**config.mk**
```make
export PLATFORM = sky130hd
export DESIGN_NAME = line_break_splitter_flat
export DESIGN_NICKNAME = d
export VERILOG_FILES = /design/src/rtl/lbs_pkg.sv /design/src/rtl/lbs_if.sv /design/src/rtl/lbs_front.sv /design/src/rtl/lbs_queue.sv /design/src/rtl/lbs_back.sv /design/src/rtl/line_break_splitter.sv /design/src/flat_wrapper.sv
export VERILOG_INCLUDE_DIRS = /design/src /design/src/rtl
export SDC_FILE = /design/constraint.sdc
export NUM_CORES = 1
export LEC_CHECK = 0
export BUFFER_PORTS_ARGS = -buffer_cell sky130_fd_sc_hd__buf_2
export CAP_MARGIN = 20
export CORE_ASPECT_RATIO = 1.1
export CORE_MARGIN = 4
export CORE_UTILIZATION = 30
export CTS_BUF_LIST = sky130_fd_sc_hd__clkbuf_8
export CTS_CLUSTER_DIAMETER = 60
export CTS_CLUSTER_SIZE = 12
export DETAILED_ROUTE_END_ITERATION = 16
export PLACE_DENSITY_LB_ADDON = 0.08
export REMOVE_ABC_BUFFERS = 1
export SLEW_MARGIN = 20
export SYNTH_ARGS = -nofsm -noshare
export SYNTH_HDL_FRONTEND = slang
export SYNTH_SLANG_ARGS = --single-unit
```
**constraint.sdc**
```tcl
create_clock -name clk -period 6.3 [get_ports clk]
set_input_delay 0.315 -clock clk [delete_from_list [all_inputs] [get_ports clk]]
set_output_delay 0.315 -clock clk [all_outputs]
set_load 0.005 [all_outputs]
```
**src/rtl/line_break_splitter_assert.svh**
```systemverilog
// Assertion macros for the line break splitter RTL.
// Included by the modules that check their own logic; needs no other file.
`ifndef LINE_BREAK_SPLITTER_ASSERT_SVH
`define LINE_BREAK_SPLITTER_ASSERT_SVH
`ifndef SYNTHESIS
// Check a property on every clock edge outside reset.
`define LBS_ASSERT(lbl, clk, rst_n, prop, msg) \
    lbl: assert property (@(posedge clk) disable iff (!rst_n) (prop)) else $error(msg);
// Check that a condition in one cycle leads to a consequence in the next.
`define LBS_ASSERT_NEXT(lbl, clk, rst_n, ante, cons, msg) \
    lbl: assert property (@(posedge clk) disable iff (!rst_n) (ante) |=> (cons)) else $error(msg);
`else
`define LBS_ASSERT(lbl, clk, rst_n, prop, msg)
`define LBS_ASSERT_NEXT(lbl, clk, rst_n, ante, cons, msg)
`endif
`endif

```
**src/rtl/lbs_pkg.sv**
```systemverilog
// Shared types and constants of the line break splitter.
// No dependencies; every other RTL file but the assertion header imports it.
package lbs_pkg;

    localparam int BYTE_W      = 8;
    localparam int CFG_IDX_W   = 2;
    localparam int QUEUE_DEPTH = 2;

    localparam logic [BYTE_W-1:0] CH_CR = 8'h0D;
    localparam logic [BYTE_W-1:0] CH_LF = 8'h0A;

    // Register indexes of the configuration port
    localparam logic [CFG_IDX_W-1:0] REG_FIRST_BREAK  = 2'd0;
    localparam logic [CFG_IDX_W-1:0] REG_SECOND_BREAK = 2'd1;

    // Warning codes
    localparam logic [1:0] WARN_NONE  = 2'd0;
    localparam logic [1:0] WARN_STRAY = 2'd1;
    localparam logic [1:0] WARN_WRONG = 2'd2;

    typedef struct packed {
        logic              kind;
        logic [BYTE_W-1:0] out_byte;
        logic [1:0]        warning;
        logic              last;
    } result_t;

    // One queued request: the results caused by one input byte
    typedef struct packed {
        logic    two;
        result_t r0;
        result_t r1;
    } cmd_t;

    typedef struct packed {
        logic full;
        logic empty;
    } q_stat_t;

endpackage

```
**src/rtl/lbs_if.sv**
```systemverilog
// Channel interfaces of the line break splitter: bytes, results, configuration.
// Depends on lbs_pkg.
interface lbs_byte_if;
    import lbs_pkg::*;
    logic              valid;
    logic              ready;
    logic [BYTE_W-1:0] in_byte;
    modport source (output valid, output in_byte, input ready);
    modport sink   (input valid, input in_byte, output ready);
endinterface

interface lbs_result_if;
    import lbs_pkg::*;
    logic              valid;
    logic              ready;
    logic              kind;
    logic [BYTE_W-1:0] out_byte;
    logic [1:0]        warning;
    logic              last;
    modport source (output valid, output kind, output out_byte, output warning,
                    output last, input ready);
    modport sink   (input valid, input kind, input out_byte, input warning,
                    input last, output ready);
endinterface

interface lbs_cfg_if;
    import lbs_pkg::*;
    logic                 valid;
    logic                 ready;
    logic [CFG_IDX_W-1:0] index;
    logic [BYTE_W-1:0]    data;
    modport source (output valid, output index, output data, input ready);
    modport sink   (input valid, input index, input data, output ready);
endinterface

```
**src/rtl/lbs_front.sv**
```systemverilog
// Front end: accepts bytes, tracks the terminator state and forms requests.
// Depends on lbs_pkg and lbs_if.
module lbs_front (
    input  logic           clk,
    input  logic           rst_n,
    lbs_cfg_if.sink        cfg,
    lbs_byte_if.sink       bytes,
    input  lbs_pkg::q_stat_t q_stat,
    output logic           push_valid,
    output lbs_pkg::cmd_t  push_cmd
);
    import lbs_pkg::*;

    typedef struct packed {
        logic [BYTE_W-1:0] term_one;
        logic [BYTE_W-1:0] term_two;
        logic              seen;
        logic              learning;
    } st_t;

    typedef struct packed {
        st_t        st;
        logic       emit;
        logic       eol;
        logic [1:0] warn;
        logic       again;
    } pass_t;

    st_t   st_reg, st_next;
    pass_t p1, p2;
    logic  acc;

    function automatic logic is_crlf(logic [BYTE_W-1:0] c);
        return (c == CH_CR) || (c == CH_LF);
    endfunction

    function automatic pass_t one_pass(st_t s, logic [BYTE_W-1:0] c);
        pass_t p;
        p.st    = s;
        p.emit  = 1'b0;
        p.eol   = 1'b0;
        p.warn  = WARN_NONE;
        p.again = 1'b0;
        if (s.seen)
        begin
            p.st.seen = 1'b0;
            p.emit    = 1'b1;
            p.eol     = 1'b1;
            if (s.learning)
            begin
                p.st.learning = 1'b0;
                if ((c != s.term_one) && is_crlf(c))
                    p.st.term_two = c;
                else
                    p.again = 1'b1;
            end
            else if (c != s.term_two)
            begin
                p.again = 1'b1;
                p.warn  = WARN_WRONG;
            end
        end
        else if (s.term_one != '0)
        begin
            if (c == s.term_one)
            begin
                if (s.term_two != '0)
                begin
                    p.st.seen     = 1'b1;
                    p.st.learning = 1'b0;
                end
                else
                begin
                    p.emit = 1'b1;
                    p.eol  = 1'b1;
                end
            end
            else
            begin
                p.emit = 1'b1;
                p.eol  = is_crlf(c);
                p.warn = is_crlf(c) ? WARN_STRAY : WARN_NONE;
            end
        end
        else if (is_crlf(c))
        begin
            // learn the first terminator
            p.st.term_one = c;
            p.st.seen     = 1'b1;
            p.st.learning = 1'b1;
        end
        else
        begin
            p.emit = 1'b1;
        end
        return p;
    endfunction

    function automatic result_t make_res(pass_t p, logic [BYTE_W-1:0] c, logic lst);
        result_t r;
        r.kind     = p.eol;
        r.out_byte = p.eol ? '0 : c;
        r.warning  = p.warn;
        r.last     = lst;
        return r;
    endfunction

    assign cfg.ready   = 1'b1;
    assign bytes.ready = !q_stat.full;
    assign acc         = bytes.valid && !q_stat.full;

    always_comb
    begin
        p1 = one_pass(st_reg, bytes.in_byte);
        p2 = one_pass(p1.st, bytes.in_byte);
        push_cmd.two = p1.again && p2.emit;
        push_cmd.r0  = make_res(p1, bytes.in_byte, !(p1.again && p2.emit));
        push_cmd.r1  = make_res(p2, bytes.in_byte, 1'b1);
        push_valid   = acc && p1.emit;

        st_next = st_reg;
        if (cfg.valid)
        begin
            unique case (cfg.index)
                REG_FIRST_BREAK:
                begin
                    st_next.term_one = cfg.data;
                    st_next.seen     = 1'b0;
                    st_next.learning = 1'b0;
                end
                REG_SECOND_BREAK:
                begin
                    st_next.term_two = cfg.data;
                    st_next.seen     = 1'b0;
                    st_next.learning = 1'b0;
                end
                default:
                begin
                    st_next = st_reg;
                end
            endcase
        end
        else if (acc)
        begin
            st_next = p1.again ? p2.st : p1.st;
        end
    end

    always_ff @(posedge clk or negedge rst_n)
    begin
        if (!rst_n)
            st_reg <= '0;
        else
            st_reg <= st_next;
    end

endmodule

```
**src/rtl/lbs_queue.sv**
```systemverilog
// Request queue between front and back end of the line break splitter.
// Depends on lbs_pkg and line_break_splitter_assert.svh.
module lbs_queue #(
    parameter int DEPTH = lbs_pkg::QUEUE_DEPTH
) (
    input  logic             clk,
    input  logic             rst_n,
    input  logic             push_valid,
    input  lbs_pkg::cmd_t    push_cmd,
    input  logic             pop,
    output lbs_pkg::cmd_t    pop_cmd,
    output lbs_pkg::q_stat_t q_stat
);
    import lbs_pkg::*;
`include "line_break_splitter_assert.svh"

    localparam int PTR_W = (DEPTH > 1) ? $clog2(DEPTH) : 1;
    localparam int CNT_W = $clog2(DEPTH + 1);
    localparam logic [PTR_W-1:0] PTR_LAST = PTR_W'(DEPTH - 1);
    localparam logic [CNT_W-1:0] CNT_FULL = CNT_W'(DEPTH);

    cmd_t             entry_reg [DEPTH];
    logic [PTR_W-1:0] wr_ptr_reg, wr_ptr_next;
    logic [PTR_W-1:0] rd_ptr_reg, rd_ptr_next;
    logic [CNT_W-1:0] cnt_reg, cnt_next;

    assign q_stat.full  = (cnt_reg == CNT_FULL);
    assign q_stat.empty = (cnt_reg == '0);
    assign pop_cmd      = entry_reg[rd_ptr_reg];

    always_comb
    begin
        wr_ptr_next = wr_ptr_reg;
        rd_ptr_next = rd_ptr_reg;
        cnt_next    = cnt_reg;
        if (push_valid)
            wr_ptr_next = (wr_ptr_reg == PTR_LAST) ? '0 : wr_ptr_reg + 1'b1;
        if (pop)
            rd_ptr_next = (rd_ptr_reg == PTR_LAST) ? '0 : rd_ptr_reg + 1'b1;
        if (push_valid && !pop)
            cnt_next = cnt_reg + 1'b1;
        else if (pop && !push_valid)
            cnt_next = cnt_reg - 1'b1;
    end

    always_ff @(posedge clk or negedge rst_n)
    begin
        if (!rst_n)
        begin
            wr_ptr_reg <= '0;
            rd_ptr_reg <= '0;
            cnt_reg    <= '0;
        end
        else
        begin
            wr_ptr_reg <= wr_ptr_next;
            rd_ptr_reg <= rd_ptr_next;
            cnt_reg    <= cnt_next;
        end
    end

    always_ff @(posedge clk)
    begin
        if (push_valid)
            entry_reg[wr_ptr_reg] <= push_cmd;
    end

    `LBS_ASSERT(a_no_push_full, clk, rst_n, !(push_valid && q_stat.full), "push into full queue")
    `LBS_ASSERT(a_no_pop_empty, clk, rst_n, !(pop && q_stat.empty), "pop from empty queue")

endmodule

```
**src/rtl/lbs_back.sv**
```systemverilog
// Back end: drains requests and hands out one result per cycle while the receiver takes them.
// Depends on lbs_pkg, lbs_if and line_break_splitter_assert.svh.
module lbs_back (
    input  logic             clk,
    input  logic             rst_n,
    input  lbs_pkg::q_stat_t q_stat,
    input  lbs_pkg::cmd_t    pop_cmd,
    output logic             pop,
    lbs_result_if.source     results
);
    import lbs_pkg::*;
`include "line_break_splitter_assert.svh"

    logic    out_valid_reg, out_valid_next;
    logic    sec_valid_reg, sec_valid_next;
    result_t out_res_reg, out_res_next;
    result_t sec_res_reg, sec_res_next;
    logic    slot_free;

    assign slot_free = !out_valid_reg || results.ready;
    assign pop       = slot_free && !sec_valid_reg && !q_stat.empty;

    always_comb
    begin
        out_valid_next = out_valid_reg;
        sec_valid_next = sec_valid_reg;
        out_res_next   = out_res_reg;
        sec_res_next   = sec_res_reg;
        if (slot_free)
        begin
            priority if (sec_valid_reg)
            begin
                out_valid_next = 1'b1;
                out_res_next   = sec_res_reg;
                sec_valid_next = 1'b0;
            end
            else if (!q_stat.empty)
            begin
                out_valid_next = 1'b1;
                out_res_next   = pop_cmd.r0;
                sec_valid_next = pop_cmd.two;
                sec_res_next   = pop_cmd.r1;
            end
            else
            begin
                out_valid_next = 1'b0;
            end
        end
    end

    always_ff @(posedge clk or negedge rst_n)
    begin
        if (!rst_n)
        begin
            out_valid_reg <= 1'b0;
            sec_valid_reg <= 1'b0;
        end
        else
        begin
            out_valid_reg <= out_valid_next;
            sec_valid_reg <= sec_valid_next;
        end
    end

    always_ff @(posedge clk)
    begin
        out_res_reg <= out_res_next;
        sec_res_reg <= sec_res_next;
    end

    assign results.valid    = out_valid_reg;
    assign results.kind     = out_res_reg.kind;
    assign results.out_byte = out_res_reg.out_byte;
    assign results.warning  = out_res_reg.warning;
    assign results.last     = out_res_reg.last;

    `LBS_ASSERT(a_sec_behind_out, clk, rst_n, !sec_valid_reg || out_valid_reg, "second result without first")
    `LBS_ASSERT(a_first_not_last, clk, rst_n, !(sec_valid_reg && out_res_reg.last), "first of pair marked last")
    `LBS_ASSERT_NEXT(a_pop_shows, clk, rst_n, pop, out_valid_reg, "popped request not shown")

endmodule

```
**src/rtl/line_break_splitter.sv**
```systemverilog
// Top level of the line break splitter: front end, request queue, back end.
// Depends on lbs_pkg, lbs_if, lbs_front, lbs_queue and lbs_back.
//
//   channel   role    payload                          accepted when
//   cfg       sink    index, data                      valid && ready
//   bytes     sink    in_byte                          valid && ready
//   results   source  kind, out_byte, warning, last    valid && ready
//
// When a byte is taken, the front end resolves the terminator state for it at once,
// including the re-examination of a byte that ended a line. The back end hands out
// one result per cycle while the receiver takes them; the first result of a byte
// passes through the queue entry and then the results register.
// The front end stalls only when the request queue (QUEUE_DEPTH entries) is full; the
// back end pops when the results register is free or taken and no second result waits.
// Reset clears the terminators to zero (learning mode), the queue and the valid flag of
// the results register. Configuration writes are always taken.
module line_break_splitter #(
    parameter int QUEUE_DEPTH = lbs_pkg::QUEUE_DEPTH
) (
    input  logic         clk,
    input  logic         rst_n,
    lbs_cfg_if.sink      cfg,
    lbs_byte_if.sink     bytes,
    lbs_result_if.source results
);
    import lbs_pkg::*;

    // request path from front to queue
    logic    push_valid;
    cmd_t    push_cmd;
    // request path from queue to back
    cmd_t    pop_cmd;
    logic    pop;
    q_stat_t q_stat;

    // Classify each byte and form its request
    lbs_front u_front (
        .clk        (clk),
        .rst_n      (rst_n),
        .cfg        (cfg),
        .bytes      (bytes),
        .q_stat     (q_stat),
        .push_valid (push_valid),
        .push_cmd   (push_cmd)
    );

    // Hold requests so either side may stall on its own
    lbs_queue #(
        .DEPTH (QUEUE_DEPTH)
    ) u_queue (
        .clk        (clk),
        .rst_n      (rst_n),
        .push_valid (push_valid),
        .push_cmd   (push_cmd),
        .pop        (pop),
        .pop_cmd    (pop_cmd),
        .q_stat     (q_stat)
    );

    // Drain requests into the results channel
    lbs_back u_back (
        .clk     (clk),
        .rst_n   (rst_n),
        .q_stat  (q_stat),
        .pop_cmd (pop_cmd),
        .pop     (pop),
        .results (results)
    );

endmodule

```
**src/flat_wrapper.sv**
```systemverilog
// flat-port wrapper written by rule: the top's interface ports become plain ports
module line_break_splitter_flat import lbs_pkg::*;
#(
    parameter int QUEUE_DEPTH = lbs_pkg::QUEUE_DEPTH
)
  (clk, rst_n, cfg_valid, cfg_index, cfg_data, cfg_ready, bytes_valid, bytes_in_byte, bytes_ready, results_valid, results_kind, results_out_byte, results_warning, results_last, results_ready);
  lbs_cfg_if cfg_i ();
  lbs_byte_if bytes_i ();
  lbs_result_if results_i ();
  input  logic clk;
  input  logic rst_n;
  input wire logic [$bits(cfg_i.valid)-1:0] cfg_valid;
  input wire logic [$bits(cfg_i.index)-1:0] cfg_index;
  input wire logic [$bits(cfg_i.data)-1:0] cfg_data;
  output wire logic [$bits(cfg_i.ready)-1:0] cfg_ready;
  input wire logic [$bits(bytes_i.valid)-1:0] bytes_valid;
  input wire logic [$bits(bytes_i.in_byte)-1:0] bytes_in_byte;
  output wire logic [$bits(bytes_i.ready)-1:0] bytes_ready;
  output wire logic [$bits(results_i.valid)-1:0] results_valid;
  output wire logic [$bits(results_i.kind)-1:0] results_kind;
  output wire logic [$bits(results_i.out_byte)-1:0] results_out_byte;
  output wire logic [$bits(results_i.warning)-1:0] results_warning;
  output wire logic [$bits(results_i.last)-1:0] results_last;
  input wire logic [$bits(results_i.ready)-1:0] results_ready;
  assign cfg_i.valid = cfg_valid;
  assign cfg_i.index = cfg_index;
  assign cfg_i.data = cfg_data;
  assign cfg_ready = cfg_i.ready;
  assign bytes_i.valid = bytes_valid;
  assign bytes_i.in_byte = bytes_in_byte;
  assign bytes_ready = bytes_i.ready;
  assign results_valid = results_i.valid;
  assign results_kind = results_i.kind;
  assign results_out_byte = results_i.out_byte;
  assign results_warning = results_i.warning;
  assign results_last = results_i.last;
  assign results_i.ready = results_ready;
  line_break_splitter #(.QUEUE_DEPTH(QUEUE_DEPTH)) u_core (.clk(clk), .rst_n(rst_n), .cfg(cfg_i), .bytes(bytes_i), .results(results_i));
endmodule
```
# Word-level counts from Yosys, hierarchy flattened
# Memory sizes are Yosys's and may differ from the RTL's.
# Index checks and enable logic that the tools add are counted.
# Widths: inputs -> output; s select.
[word_totals]
ff_bits = 48
latchBits = 0
mem_bits_rw = 48
rom_bits = 0
input_bits = 23
output_inout_bits = 15
elab_cells = 129
memories = 1
[memory_table]
columns = ["name", "words", "width", "read_ports", "rd_clocked_by_memory_dff", "write_ports", "line", "source"]
rows = [
  ["u_core.u_queue.entry_reg", 2, 24, 1, 0, 1, "lbs_queue.sv:22", "cmd_t entry_reg [DEPTH];"],
]
[op_classes]
addsub = 4
mul = 0
div = 0
magnitude_cmp = 0
eq_ne = 14
shift = 0
n_mux = 59
n_bitwise = 2
n_reduce_logical = 32
[ops]
columns = ["cell", "count"]
rows = [
  ["$mux 8", 16],
  ["$mux 18", 3],
  ["$ne 8x8->1", 4],
  ["$reduce_bool 8->1", 4],
  ["$mux 2", 15],
  ["$mux 12", 2],
  ["$mux 3", 6],
  ["$eq 8x4->1 const B", 2],
  ["$eq 8x8->1", 2],
  ["$mux 1", 15],
  ["$mux 6", 2],
  ["$logic_and 1x1->1", 9],
  ["$reduce_and 2->1", 4],
  ["$logic_not 1->1", 7],
  ["$ne 2x1->1 const B", 3],
  ["$logic_not 2->1", 2],
  ["$reduce_bool 2->1", 2],
  ["$reduce_and 3->1", 1],
  ["$add 1x1->1 const B", 2],
  ["$add 2x1->2 const B", 1],
  ["$eq 2x1->1 const B", 1],
  ["$eq 2x2->1 const B", 1],
  ["$logic_or 1x1->1", 2],
  ["$ne 2x2->1 const B", 1],
  ["3 further kinds", 4],
]

# Longest topological paths before layout
[logic_depth]
depth_word = 14
mapped_depth = 10
ltp_nobuf = 9

# By module
# A second synthesis with hierarchy kept.
[unflattened]
hier_cells = 312
hier_area_um2 = 4642.0
[modules_own_cells]
columns = ["mod", "n_inst", "cells_per_inst", "area_each_um2", "seq_area_each_um2"]
rows = [
  ["lbs_queue", 1, 94, 2092.0, 1601.5],
  ["lbs_front", 1, 168, 1531.5, 450.4],
  ["lbs_back", 1, 50, 1018.5, 770.7],
]

# Worst setup path before layout
# Ideal clock, no wire load.
[synth_path]
path_type = "register -> register"
start = "register u_core.u_front.st_reg[11] (netlist name)"
end = "memory u_core.u_queue.entry_reg[0][0] (netlist name) (enable)"
t_arrival_ps = 3104
required_ps = 5865
path_slack_ps = 2760
stages_incl_launch_ff = 5
path_buffers = 0
synth_period_minus_slack_ps = 3540
cell_sequence = "dfrtp_1 -> or4_1 -> o21ai_0 -> o31ai_1 -> nor3_1"
[synth_between]
elab_chain_len = 7
[synth_lines]
columns = ["element", "line", "source"]
rows = [
  ["start: declaration", "lbs_front.sv:29", "st_t st_reg, st_next;"],
  ["start signal: assignment", "lbs_front.sv:154", "st_reg <= st_next;"],
  ["$eq 8x8->1", "lbs_front.sv:65", "if (c == s.term_one)"],
  ["$mux 2", "lbs_front.sv:65", ""],
  ["$mux 3 (*)", "lbs_front.sv:63", "else if (s.term_one != '0)"],
  ["$mux 6 (*)", "lbs_front.sv:44", "if (s.seen)"],
  ["$logic_and 1x1->1 (*)", "lbs_front.sv:119", "push_valid = acc && p1.emit;"],
  ["$mux 1 (*)", "lbs_queue.sv:64", "if (push_valid)"],
  ["$mux 1 (not written as such) (*)", "lbs_queue.sv:65", "entry_reg[wr_ptr_reg] <= push_cmd;"],
  ["end: declaration", "lbs_queue.sv:22", ""],
]
# Every way passes the cells marked *; elsewhere a longest branch is shown, timed or not.

==> summary.md <==
| Metric | Value |
|---|---|
| Final Critical Period | `3393 ps` |
| Crit path capture type | `flip-flop` |
| Status | `complete, no violations` |
| Fin. Hold Viols | `0` |
| Yosys cell types | `60` |
| FF-to-FF path depth | `6` |
| Cts repair resizes | `0` |
| First-pass GRT wire length | `16690 um` |
| Reg-to-reg startpoint | `u_core.u_front.st_reg[10]$_DFFE_PN0P_` |
| Flops & latches, synth | `95` |
| Antenna Nets Post-Route | `0` |
| CTS root buf | `clkbuf_8` |
| Synth Instances | `328` |
| Largest family of logic cells by synthesized area | `simple AND/OR/NAND/NOR gates` |
| CP max-delay cell | `a211oi_2` |
| Die area | `16440 um^2` |
| FMAX | `0.2947 GHz` |
| Post-synth EDFFs | `71` |
| Final #Nets | `392` |
| Die Height | `134.1 um` |
| Synth Warn # | `0` |
| # setup viols final | `0` |
| Core Area | `13960 um^2` |
| Simple-Gate Fraction of Synth Area | `0.1386` |
| Reg-to-reg endpoint | `u_core.u_queue.entry_reg[0][18]$_DFFE_PP_` |
| Worst setup path endpoint | `u_core.u_queue.entry_reg[0][18]$_DFFE_PP_` |
| Post-synthesis compound-gate area fraction | `0.1028` |
| Syn Area/Cell | `13.21 um^2` |
| P per Cell Area | `389.3 nW/um^2` |
| Initial DRC count | `89` |
| Dpl cells | `544` |
| Via count | `2815` |
| Max-Cap Viols | `0` |
| RSZ-0062 raised after global routing | `no` |
| Clk pin slew, worst setup/hold paths | `90 ps` |
| CTS tree | `yes` |
| Worst EP required | `6370 ps` |
| Worst R2R Setup Slack | `2910 ps` |
| Crit-path cells | `or4_1, or3_4, o41ai_1, nand4_1, a211oi_2, nor3b_1` |
| Peak supply drop | `0.1718 mV` |
| Clock net sink count | `95` |
| Setup TNS Final | `0 ps` |
| Seq/Total Area, Yosys | `0.6305` |
| Wire length per cell | `18.59 um` |
| Fin cells | `561` |
| Worst path max stage delay | `690 ps` |
| Most used DFF post-synth | `edfxtp_1` |
| Hold Path Class | `in -> reg` |
| Die X | `122.6 um` |
| CTS Buffer Depth | `2` |
| GRT Overall Usage | `0.1359` |
| Max reg flops | `48` |
| Worst setup margin | `2907 ps` |
| Max transition margin | `0.4836` |
| Largest net degree at the start of global routing | `27` |
| Asr flop ratio synth | `0.2526` |
| Setup crit start kind | `flip-flop` |
| CP Data Arrival Time | `3460 ps` |
| Min Hold Slack | `177.8 ps` |
| Drt pass-1 iters | `4` |
| # rows | `45` |
| Crit path max fanout | `9` |
| H-tree levels | `3` |
| Port Buffers | `36` |
| Initial antenna violation count | `0` |
| Post-synthesis mux area share | `0.06669` |
| Clk_lat worst skew | `370 ps` |
| Post-Synth XOR/XNOR Area | `0.03435` |
| Fin Clk Skew | `9.178 ps` |
| Total grt overflow | `0` |
| Final wirelength | `10430 um` |
| Vias in the first global route | `2925` |
| Share of layout cells above drive strength 1 | `0.2359` |
| CTS buffer count | `9` |
| Adder-cell share of the synthesized area | `0.002887` |
| Gpl congestion | `0.8534` |
| Starting density of the core | `0.3104` |
| Final worst path period share | `0.5386` |
| Slew Viols, Final | `0` |
| Worst setup path start | `u_core.u_front.st_reg[10]$_DFFE_PN0P_` |
| WS Path Type | `reg -> reg` |
| Avg Vias per Cell | `5.018` |
| DRC | `0` |
| Worst Max-Slew Pin Slew | `774.6 ps` |
| Leakage | `1.779 nW` |
| Area of the mapped netlist | `4334 um^2` |
| Area delta synth->final | `14.03%` |
| Number of diodes | `0` |
| Place WS | `2975 ps` |
| I/O pins | `38` |
| Dpl hpwl | `7306 um` |
==> Yosys cell counts (4+ instances only) <==
cell / number / area share
edfxtp_1: 71 / 0.49
dfrtp_1: 24 / 0.14
o21ai_0: 20 / 0.023
nand2_1: 17 / 0.015
mux2_2: 15 / 0.039
nor2_1: 14 / 0.012
mux2i_1: 12 / 0.028
and2_1: 11 / 0.016
nor3_1: 11 / 0.013
xnor2_1: 10 / 0.020
inv_1: 8 / 0.0069
clkbuf_1: 7 / 0.0061
nor3b_1: 7 / 0.012
xor2_1: 7 / 0.014
nor2b_1: 6 / 0.0087
nand3_1: 5 / 0.0058
a21oi_1: 4 / 0.0046
a22o_1: 4 / 0.0081
nand4_1: 4 / 0.0058
nor4_1: 4 / 0.0058
o22ai_1: 4 / 0.0058
o32a_1: 4 / 0.0092
==> final cells by class <==
cell class / instances / area (um^2)
Clock buffer: 9 / 123.9
Clock inverter: 7 / 87.58
Fill cell: 1436 / 9021
Inverter: 8 / 30.03
Multi-Input combinational cell: 212 / 1505
Sequential cell: 95 / 2733
Tap cell: 188 / 235.2
Timing Repair Buffer: 42 / 227.7
==> kinds of logic (layout without fill, tap and decap cells) <==
family,Yosys count,after routing
buffers and inverters,21,66
XOR/XNOR,17,17
multiplexers,27,27
adder cells (fa/ha/maj),1,1
AO/OA/AOI/OAI,62,62
other,1,1
AND/OR/NAND/NOR,104,104
flip-flops,95,95
==> critical path: cells and delay by family, from the launching register on <==
| kind | cells | cell delay (ps) |
|---|---|---|
| simple gates | 4 | 1400 |
| flops | 1 | 440 |
| compound gates | 2 | 1250 |
==> where the power goes <==
group	total (W)	internal (W)	switching [W]
clock network	0.000441	0.000222	0.000220
logic	0.000495	0.000209	0.000286
registers	0.000987	0.000908	0.0000797
==> routing by layer <==
metal	track usage	vias to the layer above	part of all wire	wire length [um]
li1	-	1326	-	-
met1	0.1692	1381	0.43	4512
met2	0.2212	79	0.49	5092
met3	0.02995	29	0.044	464
met4	0.06845	0	0.035	360
met5	0	-	0	0
==> placed cells by master (no fill, tap or decap), drive strengths merged, types with 2 or more instances in the layout <==
cell,synthesis,layout
nand4,4,4
a2bb2oi,3,3
a21oi,4,4
inv,8,10
o31ai,3,3
mux2i,12,12
nand2b,2,2
xnor2,10,10
or4,4,4
buf,4,41
clkbuf,9,9
a211oi,4,4
bufinv,0,2
nor2b,6,6
nor4,4,4
o21ai,20,20
edfxtp,71,71
a22o,4,4
xor2,7,7
o22ai,4,4
or2,2,2
nor3,11,11
a211o,3,3
nor3b,7,7
and3,2,2
nor2,14,14
dfrtp,24,24
clkinv,0,3
and2b,2,2
and2,14,14
or3,6,6
o32a,4,4
nand3,5,5
o21a,2,2
o41ai,3,3
nand2,17,17
a2111oi,2,2
mux2,15,15
==> per-stage QoR <==
stage	util	power, W	area (um^2)
3_3_place_gp	0.3381	0.001517	4721
6_report	0.3539	0.001924	4942
4_1_cts	0.3539	0.001968	4942
2_1_floorplan	-	0.001304	4263
5_1_grt	0.3539	0.002051	4942
3_5_place_dp	0.3381	0.001519	4721
==> worst min-delay path by stage <==
stage,start,to,slack (ps),cells past startpoint
6_report,cfg_data[7],u_core.u_front.st_reg[9]$_DFFE_PN0P_,180,2
5_1_grt,cfg_data[7],u_core.u_front.st_reg[9]$_DFFE_PN0P_,160,2
4_1_cts,cfg_data[7],u_core.u_front.st_reg[9]$_DFFE_PN0P_,150,2
3_5_place_dp,rst_n,u_core.u_front.st_reg[4]$_DFFE_PN0P_,360,1
3_3_place_gp,rst_n,u_core.u_front.st_reg[2]$_DFFE_PN0P_,360,1
2_1_floorplan,rst_n,u_core.u_back.results.valid$_DFFE_PN0N_,20,0
==> timing repair <==
action	CTS	global route
hold buffers	1	0
hold endpoints to repair	24	0
buffers inserted	0	0
Power figures use the tool's default switching activity.
